## src/sv/gha_pkg.sv

```systemverilog
// shared types and constants for the generational handle allocator
package gha_pkg;

	localparam int MAX_SLOTS_DEF       = 256;
	localparam int PENDING_DEPTH_DEF   = 32;
	localparam int SLOT_FIELD_BITS_DEF = 16;

	localparam logic [2:0] REQ_CREATE  = 3'd0;
	localparam logic [2:0] REQ_UPDATE  = 3'd1;
	localparam logic [2:0] REQ_QUERY   = 3'd2;
	localparam logic [2:0] REQ_DESTROY = 3'd3;
	localparam logic [2:0] REQ_FRAME   = 3'd4;
	localparam logic [2:0] REQ_FLUSH   = 3'd5;

	localparam logic [2:0] ST_OK           = 3'd0;
	localparam logic [2:0] ST_INVALID      = 3'd1;
	localparam logic [2:0] ST_NOT_READY    = 3'd2;
	localparam logic [2:0] ST_FULL         = 3'd3;
	localparam logic [2:0] ST_PENDING_FULL = 3'd4;

	typedef enum logic [3:0] {
		S_CLEAR,
		S_IDLE,
		S_READ,
		S_EXEC,
		S_PREAD,
		S_PWAIT,
		S_PSLOT,
		S_PEXEC,
		S_OUT
	} state_t;

	// controller to datapath
	typedef struct packed {
		logic clear;       // write one table row to zero at the sweep address
		logic capture;     // latch the request
		logic table_rd;    // read the slot addressed by the request handle, or the slot to allocate for a create
		logic exec;        // apply create/update/query/destroy
		logic pend_start;  // reset queue walk pointers
		logic pend_rd;     // read queue entry at walk pointer
		logic pslot_rd;    // read the slot of the current queue entry
		logic pexec;       // reclaim, keep or drop the current queue entry
		logic pend_finish; // set the fill count to the kept count
	} cmd_t;

	// datapath to controller
	typedef struct packed {
		logic clear_done;
		logic walk_done;
		logic is_walk;
	} sts_t;

endpackage

```

## src/sv/gha_ctrl.sv

```systemverilog
// controller state machine for the handle allocator
module gha_ctrl
	import gha_pkg::*;
(
	input  logic clk,
	input  logic arst_n,
	input  logic in_valid,
	output logic in_ready,
	output logic out_valid,
	input  logic out_ready,
	input  sts_t sts,
	output cmd_t cmd
);

	state_t state_q, state_d;

	always_ff @(posedge clk or negedge arst_n) begin
		if (!arst_n) begin
			state_q <= S_CLEAR;
		end else begin
			state_q <= state_d;
		end
	end

	always_comb begin
		state_d = state_q;
		cmd = '0;
		in_ready = 1'b0;
		out_valid = 1'b0;
		case (state_q)
			S_CLEAR: begin
				cmd.clear = 1'b1;
				if (sts.clear_done) begin
					state_d = S_IDLE;
				end
			end
			S_IDLE: begin
				in_ready = 1'b1;
				if (in_valid) begin
					cmd.capture = 1'b1;
					state_d = S_READ;
				end
			end
			S_READ: begin
				if (sts.is_walk) begin
					cmd.pend_start = 1'b1;
					state_d = S_PREAD;
				end else begin
					cmd.table_rd = 1'b1;
					state_d = S_EXEC;
				end
			end
			S_EXEC: begin
				cmd.exec = 1'b1;
				state_d = S_OUT;
			end
			S_PREAD: begin
				if (sts.walk_done) begin
					cmd.pend_finish = 1'b1;
					state_d = S_OUT;
				end else begin
					cmd.pend_rd = 1'b1;
					state_d = S_PWAIT;
				end
			end
			S_PWAIT: begin
				cmd.pslot_rd = 1'b1;
				state_d = S_PSLOT;
			end
			S_PSLOT: begin
				state_d = S_PEXEC;
			end
			S_PEXEC: begin
				cmd.pexec = 1'b1;
				state_d = S_PREAD;
			end
			S_OUT: begin
				out_valid = 1'b1;
				if (out_ready) begin
					state_d = S_IDLE;
				end
			end
			default: begin
				state_d = S_IDLE;
			end
		endcase
	end

`ifndef SYNTH
	a_no_accept_busy: assert property (@(posedge clk) disable iff (!arst_n)
		(state_q != S_IDLE) |-> !in_ready)
		else $error("input taken while busy");
	a_out_hold: assert property (@(posedge clk) disable iff (!arst_n)
		(out_valid && !out_ready) |=> out_valid)
		else $error("result dropped before transfer");
	a_exec_then_out: assert property (@(posedge clk) disable iff (!arst_n)
		cmd.exec |=> (state_q == S_OUT))
		else $error("exec not followed by result");
`endif

endmodule

```

## config.mk

```make
export PLATFORM = sky130hd
export DESIGN_NAME = gha_ctrl
export DESIGN_NICKNAME = d
export VERILOG_FILES = /design/src/sv/gha_pkg.sv /design/src/sv/gha_ctrl.sv
export SDC_FILE = /design/constraint.sdc
export NUM_CORES = 1
export LEC_CHECK = 0
export ABC_AREA = 1
export BUFFER_PORTS_ARGS = -buffer_cell sky130_fd_sc_hd__buf_2
export CORE_AREA = 5 5 42 44
export CTS_CLUSTER_SIZE = 8
export DETAILED_ROUTE_END_ITERATION = 12
export DIE_AREA = 0 0 47 49
export GPL_TIMING_DRIVEN = 0
export PLACE_DENSITY = 0.55
export SYNTH_ARGS = -nofsm -noshare
export SYNTH_HDL_FRONTEND = slang
export SYNTH_SLANG_ARGS = --single-unit
export TNS_END_PERCENT = 30
```

## constraint.sdc

```tcl
create_clock -name clk -period 2.01 [get_ports clk]
set_clock_uncertainty 0.05 [all_clocks]
set_input_delay 0.402 -clock clk [delete_from_list [all_inputs] [get_ports clk]]
set_output_delay 0.402 -clock clk [all_outputs]
set_load 0.05 [all_outputs]
```

==> results of run 1 <==
-- worst max-delay path by stage --
stage,end,depth (start not counted),slack (ps)
CTS,cmd[8],4,120
floorplan,cmd[8],3,-200
global route,cmd[8],4,40
detailed placement,cmd[8],4,370
finish,cmd[0],4,130
global placement,cmd[0],4,380
-- cells by family (layout without fill, tap and decap cells) --
family                 after synthesis  in the layout
AOI/OAI and AO/OA                    4              4
and+or+nand+nor                     32             32
buffers and inverters               14             35
DFF                                  4              4
-- cell usage after synthesis --
master / instances
sky130_fd_sc_hd__a21oi_1: 1
sky130_fd_sc_hd__and2_1: 1
sky130_fd_sc_hd__dfrtp_1: 4
sky130_fd_sc_hd__inv_1: 11
sky130_fd_sc_hd__inv_2: 3
sky130_fd_sc_hd__nand2_1: 9
sky130_fd_sc_hd__nand3_1: 4
sky130_fd_sc_hd__nand3_2: 1
sky130_fd_sc_hd__nand3_4: 1
sky130_fd_sc_hd__nand3b_1: 1
sky130_fd_sc_hd__nor2_1: 5
sky130_fd_sc_hd__nor2_2: 5
sky130_fd_sc_hd__nor2_4: 3
sky130_fd_sc_hd__nor3_1: 2
sky130_fd_sc_hd__o211ai_1: 1
sky130_fd_sc_hd__o21ai_0: 2
-- power breakdown --
part | internal, mW | switching (mW)
Sequential | 0.111 | 0.0638
Combinational | 0.146 | 0.384
Clock | 0.0667 | 0.0322
Total | 0.323 | 0.480
-- critical path: stages (launching register included) --
cell and delay [ps]:
sky130_fd_sc_hd__dfrtp_1 480, sky130_fd_sc_hd__nor2_4 220, sky130_fd_sc_hd__nand2_1 100, sky130_fd_sc_hd__nor2_2 130, sky130_fd_sc_hd__buf_2 270
-- layout make-up --
cell class | instances | area [sq um]
fillers | 165 | 900
multi-input cells | 36 | 211
flip-flops and latches | 4 | 100
repair buffers | 18 | 95.1
inverters | 14 | 52.6
clock buffers | 3 | 22.5
well taps | 16 | 20.0
-- metal layers --
metal	vias up	part of all wire (%)
li1	208	-
met1	149	45
met2	10	45
met3	2	7.3
met4	0	2.3
met5	-	0
-- timing repair --
item                                   in CTS  in global routing
endpoints found under the hold margin       4                  0
hold buffers                                1                  0
setup endpoints to repair                   0                  0
gates resized for setup                     0                  0
==> results.cfg, run 1 <==
[outcome]
outcome = complete, no violations

[grt]
busiest_layer = met2
grt_usage_pct = 7.70
grt.met2_usage_pct = 10.4
gr-usage-met1_pct = 10.0
antenna_found_initial = 0
global_route_wire_length_before_repair_mm = 1.28
globalRouteMet3Util_pct = 1.11
grt-ovfl-total = 0
first_global_vias = 344
grt_max_degree = 7

[clock_tree]
clk_pin_slew_ps = 40
clk_latency_ps = 230
clock_tree_from_tritoncts = yes
cts_root_buf = sky130_fd_sc_hd__clkbuf_4
cts.htree.levels = 1
postCtsSetupBuffers = 0
clockBufferDepth = 2
cts_buffers = 3
cts.sinks = 4

[setup_path]
worst_setup_path_start_kind = register
timing_worst_setup_path_type = reg2out
critical_path.startpoint = state_q[0]
reg2reg_slack_ps = 750
critical_path.max_fanout = 6
critPathCaptureType = output port
worst_r2r_endpoint = state_q[1]
reg2reg_from = state_q[2]
critical_path_required_ps = 1560
rr_worst_depth = 5
crit_path_arrival_time_ps = 1430

[timing]
setup_viol_count_final = 0
min_period_over_period_pct = 93.8
timing_max_transition_violations_final = 0
worst_pin_slew_ps = 308
layout_min_cycle_time_ps = 1880
fin_ws_ps = 126
rsz0062_at_grt = false
fmaxAchievable_mhz = 531
hold_slack_ps = 396
slew-limit-headroom_pct = 79.5
hold_viol = 0
final_tns_setup_ps = 0

[logic_synthesis]
synth_seq_area_share_pct = 27.5
syn-mean-instance-area_sq_um = 6.74
yosysTopAreaCellShare_pct = 27.5
yosysWarnings = 0
synthesis.instances = 54
synth.cell_area_sq_um = 364
yosys_register_bits = 4
synth_top_family_by_area = simple AND/OR/NAND/NOR gates
post-synth-top-area-cell = sky130_fd_sc_hd__dfrtp_1
yosys.area_share.adder_pct = 0
netlist-cell-type-count = 16
synth_area_in_compound_gates_pct = 6.19
yosys-top-cells-area = sky130_fd_sc_hd__dfrtp_1 27%, sky130_fd_sc_hd__inv_1 11%, sky130_fd_sc_hd__nand2_1 9.3%
synth-simple-area-share_pct = 51.9
xor_xnor_portion_of_the_synthesized_cell_area_pct = 0
synth_mux_area_share_pct = 0
syn_nets = 61

[route]
route.vias.total = 369
drtAntennaViolNets = 0
remaining_design_rule_violation_count = 0
wl_microns = 825
drt_pre_antenna_iters = 2
routed_wire_length_per_instance_microns = 9.07
vias_per_cell = 4.05
drt-initial-drc-count = 4

[finish]
antenna-diode-count = 0
largest-register = state_q
total_nets_final = 84
largest_registers = state_q x4
final_area_sq_um = 502
fin_cells = 91
commonest_cells_after_routing_fill_and_taps_aside = 17 x sky130_fd_sc_hd__buf_2, 11 x sky130_fd_sc_hd__inv_1, 9 x sky130_fd_sc_hd__nand2_1, 5 x sky130_fd_sc_hd__nor2_2, 5 x sky130_fd_sc_hd__nor2_1
final_layout_size_suffix_gt1_share_pct = 44.0
final_common_cell = sky130_fd_sc_hd__buf_2
synthToLayoutAreaGrowth_pct = 37.8
finalCoreUtilization_pct = 35.8
flip_flop_count_of_the_largest_register_all_copies_and_words_added = 4

[power]
vdd_drop_max_uv = 610
power.total_mw = 0.803
power_leakage_nw = 0.303
power_density_mw_per_mm2 = 1600

[floorplanning]
die_extent_in_y_microns = 49
dieArea_sq_mm = 0.00230
die_x_microns = 47
floorplan.initialDensity_pct = 26.0
ioPinCount = 18
core_region_area_sq_mm = 0.00140
rows = 14

[worst_hold_path]
holdCritStartpoint = out_ready
timing.hold.worst_endpoint = state_q[3]
hp-class = in2reg
hold_path_depth = 4

[placed_design]
gpl.final_weighted_congestion = 0.751
post-place-ws_ps = 372
placed_cells_incl_taps = 87
place.port_buffers = 17
post_dp_cell_area_sq_um = 469
dp_hpwl_microns = 697

[job]
cap_viol_max_count = 0
Note: power is estimated with default switching activity, not from simulation.
==> run 2: changes to the inputs <==
--- a/config.mk
+++ b/config.mk
@@ -7,12 +7,14 @@
 export LEC_CHECK = 0
 export ABC_AREA = 1
 export BUFFER_PORTS_ARGS = -buffer_cell sky130_fd_sc_hd__buf_2
-export CORE_AREA = 5 5 42 44
+export CELL_PAD_IN_SITES_DETAIL_PLACEMENT = 2
+export CELL_PAD_IN_SITES_GLOBAL_PLACEMENT = 2
+export CORE_MARGIN = 5
+export CORE_UTILIZATION = 22
 export CTS_CLUSTER_SIZE = 8
 export DETAILED_ROUTE_END_ITERATION = 12
-export DIE_AREA = 0 0 47 49
 export GPL_TIMING_DRIVEN = 0
-export PLACE_DENSITY = 0.55
+export PLACE_DENSITY = 0.8
 export SYNTH_ARGS = -nofsm -noshare
 export SYNTH_HDL_FRONTEND = slang
 export SYNTH_SLANG_ARGS = --single-unit
==> constraint.sdc (replaced) <==
create_clock -name clk -period 2.01 [get_ports clk]
set_clock_uncertainty 0.05 [all_clocks]
set_input_delay 0.1005 -clock clk [delete_from_list [all_inputs] [get_ports clk]]
set_output_delay 0.1005 -clock clk [all_outputs]
set_load 0.05 [all_outputs]
==> run 2 against run 1 <==
  * Total power up 3.1%
  * Critical path depth unchanged
  * Wire length up 40%
  * Flip-flop and latch count unchanged
  * Register-to-register slack worse by 30 ps
  * Non-clock buffer count unchanged
  * Sequential power about the same
  * Sequential share of layout area unchanged
  * Core utilization down 3.3 points
  * First-iteration DRC count down 75%
  * Fmax up 15%
  * Critical path type unchanged
  * Critical endpoint unchanged
  * Largest cell class unchanged
  * Largest power group unchanged
  * Highest routed layer unchanged
==> results.cfg, run 2 (synthesis results as in run 1) <==
[setup_path]
worst_setup_path_start_kind = register
worst_r2r_endpoint = state_q[1]
reg2reg_slack_ps = 720
rr_worst_depth = 5
critical_path_required_ps = 1860
reg2reg_from = state_q[2]
critical_path.startpoint = state_q[0]
crit_path_arrival_time_ps = 1480
critical-path-max-stage-delay_ps = 480
slowest_stage = sky130_fd_sc_hd__dfrtp_1
cp_cell_instances = nor2_4 > nand2_1 > nor2_2 > buf_2
critPathCaptureType = output port
critical_path.endpoint = cmd[0]
timing_worst_setup_path_type = reg2out
critical_path.max_fanout = 6

[route]
remaining_design_rule_violation_count = 0
vias_per_cell = 4.49
route.vias.total = 409
drtAntennaViolNets = 0
routed_wire_length_per_instance_microns = 12.7
wl_mm = 1.16
drt_pre_antenna_iters = 2
drt-initial-drc-count = 1

[power]
power_density_mw_per_mm2 = 1650
vdd_drop_max_uv = 571
power_leakage_nw = 0.303

[placed_design]
gpl.final_weighted_congestion = 0.724
post_dp_cell_area_sq_um = 469
place.port_buffers = 17
dp_hpwl_microns = 973

[grt]
global_route_wire_length_before_repair_mm = 1.93
grt-ovfl-total = 0
grt_usage_pct = 10.3
first_global_vias = 412
antenna_found_initial = 0
grt_max_degree = 7

[finish]
flip_flop_count_of_the_largest_register_all_copies_and_words_added = 4
synthToLayoutAreaGrowth_pct = 37.8
largest-register = state_q
total_nets_final = 84
largest_registers = state_q x4
antenna-diode-count = 0
final_common_cell = sky130_fd_sc_hd__buf_2
commonest_cells_after_routing_fill_and_taps_aside = 17 x sky130_fd_sc_hd__buf_2, 11 x sky130_fd_sc_hd__inv_1, 9 x sky130_fd_sc_hd__nand2_1, 5 x sky130_fd_sc_hd__nor2_2, 5 x sky130_fd_sc_hd__nor2_1
final_layout_size_suffix_gt1_share_pct = 44.0
final_area_sq_um = 502

[timing]
hold_viol = 0
fmaxAchievable_mhz = 613
layout_min_cycle_time_ps = 1630
min_period_over_period_pct = 81.2
rsz0062_at_grt = false
setup_viol_count_final = 0
final_tns_setup_ps = 0
slew-limit-headroom_pct = 78.9
timing_max_transition_violations_final = 0
hold_slack_ps = 77.0
worst_pin_slew_ps = 316

[clock_tree]
cts_buffers = 3
clk_pin_slew_ps = 40
postCtsSetupBuffers = 0
clk_latency_ps = 240
cts.sinks = 4
clock_tree_from_tritoncts = yes
cts.htree.levels = 1
clockBufferDepth = 2
cts_root_buf = sky130_fd_sc_hd__clkbuf_4

[floorplanning]
die_x_microns = 50.7
floorplan.initialDensity_pct = 23.6
core_region_area_sq_mm = 0.00154
die_extent_in_y_microns = 50.7
ioPinCount = 18
rows = 14
dieArea_sq_mm = 0.00257

[job]
cap_viol_max_count = 0

[worst_hold_path]
hp-class = in2reg

[outcome]
outcome = complete, no violations
[run 2: cell counts in the layout (fill, tap and decap cells not counted)]
Identical to the previous run, type by type.
[run 2: repair_timing]
action,4_1_cts,5_1_grt
setup endpoints to repair,0,0
gates resized for setup,0,0
hold buffers,1,0
hold endpoints to repair,4,0
[run 2: worst min-delay path by stage]
stage	from	end	slack [ps]	cells past startpoint
after floorplan	arst_n	state_q[0]	-250	0
after global placement	arst_n	state_q[0]	-140	1
after detailed placement	arst_n	state_q[0]	-130	1
after CTS	out_ready	state_q[3]	80	4
after global routing	out_ready	state_q[3]	100	4
final	out_ready	state_q[3]	80	4
[run 2: critical path: cells and delay by family (launching register included)]
| kind | cells | cell delay, ps |
|---|---|---|
| simple gates | 3 | 490 |
| flops | 1 | 480 |
| buf+inv | 1 | 270 |
[run 2: stage by stage]
step | total power, mW | utilization, % | worst slack, ps | std cells
global route | 0.899 | 32.5 | 261 | 91
floorplan | 0.599 | - | 106 | 54
detailed placement | 0.730 | 30.4 | 618 | 87
CTS | 0.847 | 32.5 | 345 | 91
global placement | 0.712 | 30.4 | 628 | 87
finish | 0.828 | 32.5 | 378 | 91
[run 2: metal layers]
metal	vias up	part of all wire (%)	global-route usage, %
li1	209	-	-
met1	183	45	12.7
met2	14	46	14.7
met3	3	6.3	3.25
met4	0	2.5	7.66
met5	-	0	0
[run 2: power by group]
group / switching, mW / internal, mW
combinational: 0.401 / 0.146
sequential: 0.0667 / 0.110
clock: 0.0375 / 0.0671
[run 2: cell type report]
class / count / area (sq um)
clock buffer: 3 / 22.5
fill: 208 / 1040
inverter: 14 / 52.6
multi-input combinational: 36 / 211
sequential: 4 / 100
tap: 16 / 20.0
timing repair buffer: 18 / 95.1
==> run 3: changes to the inputs <==
--- a/config.mk
+++ b/config.mk
@@ -5,16 +5,16 @@
 export SDC_FILE = /design/constraint.sdc
 export NUM_CORES = 1
 export LEC_CHECK = 0
-export ABC_AREA = 1
+export ABC_AREA = 0
 export BUFFER_PORTS_ARGS = -buffer_cell sky130_fd_sc_hd__buf_2
 export CELL_PAD_IN_SITES_DETAIL_PLACEMENT = 2
 export CELL_PAD_IN_SITES_GLOBAL_PLACEMENT = 2
 export CORE_MARGIN = 5
-export CORE_UTILIZATION = 22
+export CORE_UTILIZATION = 20
 export CTS_CLUSTER_SIZE = 8
 export DETAILED_ROUTE_END_ITERATION = 12
 export GPL_TIMING_DRIVEN = 0
-export PLACE_DENSITY = 0.8
+export PLACE_DENSITY = 0.73
 export SYNTH_ARGS = -nofsm -noshare
 export SYNTH_HDL_FRONTEND = slang
 export SYNTH_SLANG_ARGS = --single-unit
==> constraint.sdc (replaced) <==
create_clock -name clk -period 1.4 [get_ports clk]
set_clock_uncertainty 0.05 [all_clocks]
set_input_delay 0.07 -clock clk [delete_from_list [all_inputs] [get_ports clk]]
set_output_delay 0.07 -clock clk [all_outputs]
set_load 0.05 [all_outputs]
==> run 3 against run 2 <==
  * The run now ends with setup timing left
  * Cell count up 22%
  * Register-to-register slack worse by 670 ps
  * Global-route usage up 1.7 points
  * Clock power up 32%
  * Via count up 27%
  * Combinational power rose to 3.0 times the previous value
  * First-iteration DRC count rose to 7.0 times the previous value
  * Wire length up 58%
  * Worst hold slack better by 36 ps
  * Sequential share of layout area down 7.8 points
  * Worst setup slack worse by 410 ps
  * Die area up 10%
==> results.cfg, run 3 <==
[setup_path]
critical_path_required_ps = 1280
critPathCaptureType = output port
critical-path-max-stage-delay_ps = 400
crit_path_arrival_time_ps = 1310
timing.critical_path.mode_cell = sky130_fd_sc_hd__buf_6
critical_path.max_fanout = 5
timing_worst_setup_path_type = reg2out
worst_setup_path_start_kind = register
slowest_stage = sky130_fd_sc_hd__dfrtp_1
cp_cell_instances = buf_6 > nor2_4 > buf_4 > and3_1 > buf_6

[clock_tree]
clk_latency_ps = 230
clock_tree_from_tritoncts = yes
cts_root_buf = sky130_fd_sc_hd__clkbuf_4
clockBufferDepth = 2
clk_pin_slew_ps = 40
cts.sinks = 4
cts.htree.levels = 1
cts_buffers = 3

[grt]
first_global_vias = 538
grt_max_degree = 11
grt-ovfl-total = 0
grt_usage_pct = 12.0
antenna_found_initial = 0
global_route_wire_length_before_repair_mm = 2.45

[outcome]
outcome = finished, violations left
violations = setup timing

[timing]
slew-limit-headroom_pct = 83.5
layout_min_cycle_time_ps = 1430
hold_viol = 0
worst_pin_slew_ps = 245
min_period_over_period_pct = 102
fmaxAchievable_mhz = 697
fin_ws_ps = -33.7
setup_viol_count_final = 10
timing_max_transition_violations_final = 0
rsz0062_at_grt = true

[power]
switching_share_pct = 47.4
power_density_mw_per_mm2 = 2400
power.total_mw = 2.00
power.share.sequential_pct = 11.3
p_sw_mw = 0.949
power_leakage_nw = 0.393
share_comb_of_total_power_pct = 81.8
internal_dissipation_mw = 1.05
vdd_drop_max_uv = 943
part_of_the_power_in_the_clock_network_pct = 6.9

[floorplanning]
core_region_area_sq_mm = 0.00175
die_x_microns = 53.2
die_extent_in_y_microns = 53.2
dieArea_sq_mm = 0.00283
rows = 15
floorplan.initialDensity_pct = 21.4
ioPinCount = 18

[finish]
final_area_sq_um = 833
fin_cells = 111
final_layout_size_suffix_gt1_share_pct = 67.4
seqCellArea_sq_um = 101
multi_input_area_sq_um = 300
synthToLayoutAreaGrowth_pct = 123
n_fill_cell = 203
largest-register = state_q
commonest_cells_after_routing_fill_and_taps_aside = 18 x sky130_fd_sc_hd__buf_4, 10 x sky130_fd_sc_hd__buf_6, 7 x sky130_fd_sc_hd__buf_2, 4 x sky130_fd_sc_hd__nor2_1, 4 x sky130_fd_sc_hd__o21ai_0
finalCoreUtilization_pct = 47.7
total_nets_final = 95
final_common_cell = sky130_fd_sc_hd__buf_4
largest_registers = state_q x4
antenna-diode-count = 0
flip_flop_count_of_the_largest_register_all_copies_and_words_added = 4

[job]
cap_viol_max_count = 0

[placed_design]
post-place-ws_ps = 62.1
post_dp_cell_area_sq_um = 518
dp_hpwl_microns = 978
placed_cells_incl_taps = 89
place.port_buffers = 17
gpl.final_weighted_congestion = 0.700

[route]
drtAntennaViolNets = 0
vias_per_cell = 4.68
remaining_design_rule_violation_count = 0
drt-initial-drc-count = 7
wl_mm = 1.82
routed_wire_length_per_instance_microns = 16.4
route.vias.total = 520
drt_pre_antenna_iters = 6

[logic_synthesis]
synth_flop_cell = sky130_fd_sc_hd__dfrtp_1
synthesis.instances = 47
synth-edff-count = 0
yosysTopAreaCellShare_pct = 26.8
synth_seq_area_share_pct = 26.8
yosys-top-cells-count = 4 x sky130_fd_sc_hd__dfrtp_1, 4 x sky130_fd_sc_hd__nand2b_1, 4 x sky130_fd_sc_hd__nor2_1, 4 x sky130_fd_sc_hd__o21ai_0
yosysWarnings = 0
synthArstFlopShare_pct = 100
post-synth-top-area-cell = sky130_fd_sc_hd__dfrtp_1
yosys_register_bits = 4
synth.cell_area_sq_um = 373
yosys-top-cells-area = sky130_fd_sc_hd__dfrtp_1 27%, sky130_fd_sc_hd__buf_6 9.1%, sky130_fd_sc_hd__nand2b_1 6.7%
syn_nets = 54
netlist-cell-type-count = 24
syn-mean-instance-area_sq_um = 7.93

[worst_hold_path]
hp-class = in2async
## run 3: changes by cell type in the layout (fill, tap and decap cells not counted), sizes merged, moves of 3 or more
cell,before,now
buf,17,38
nand2b,0,4
o21ai,2,5
nand3,6,0
inv,14,2
nor4,0,3
nand2,9,3
nor2,13,5
## run 3: metrics by stage
| step | TNS [ps] | hold slack (ps) |
|---|---|---|
| floorplan | -915 | -276 |
| global placement | 0 | -176 |
| detailed placement | 0 | -176 |
| CTS | -193 | 110 |
| global route | -836 | 123 |
| finish | -204 | 113 |
## run 3: path summary, 6_finish.rpt
path | start | endpoint | slack, ps | cells after the start
max in group asynchronous | arst_n | state_q[0] | 1060 | 2
worst min-delay path | arst_n | state_q[3] | 110 | 2
worst max register to register | state_q[0] | state_q[0] | 50 | 5
worst max-delay path | state_q[2] | cmd[4] | -30 | 5
min in group clk | in_valid | state_q[0] | 150 | 4
worst min register to register | state_q[3] | state_q[1] | 550 | 2
## run 3: layout make-up
| class | count | share of cell area, % |
|---|---|---|
| buffer | 4 | 5.86 |
| timing repair buffer | 36 | 38.6 |
| sequential | 4 | 12.2 |
| clock buffer | 3 | 2.70 |
| tap | 25 | 3.75 |
| inverter | 2 | 0.901 |
| multi-input combinational | 37 | 36.0 |
## run 3: layer usage
| metal | global-route usage, % | vias to the layer above | wire length, microns |
|---|---|---|---|
| li1 | - | 244 | - |
| met1 | 14.3 | 268 | 749 |
| met2 | 21.9 | 8 | 1030 |
| met3 | 0.845 | 0 | 46 |
| met4 | 5.11 | 0 | 0 |
| met5 | 0 | - | 0 |
## run 3: logic make-up after synthesis
group,after synthesis,share of synthesized area [%]
AND/OR/NAND/NOR,25,39.3
AO/OA/AOI/OAI,12,20.8
buffers and inverters,6,13.1
flip-flops,4,26.8
## run 3: repair_timing
item / in CTS / in global routing
setup buffers: 8 / 8
resized for setup: 28 / 6
hold buffers: 1 / 0
endpoints found under the setup margin: 10 / 12
pin swaps: 4 / 4
cloned: 2 / 0
hold endpoints to repair: 4 / 0
## run 3: power groups by stage
stage	clock, mW	sequential [mW]	combinational [mW]
after floorplan	0	0.204	0.776
after global placement	0	0.222	0.953
after detailed placement	0	0.226	0.970
after CTS	0.145	0.220	1.46
after global routing	0.150	0.234	1.75
final	0.139	0.225	1.64
## run 3: worst max-delay path: cells and delay by family (launching register included)
| family | cells | cell delay [ps] |
|---|---|---|
| flops | 1 | 400 |
| simple gates | 2 | 250 |
| buf+inv | 3 | 430 |
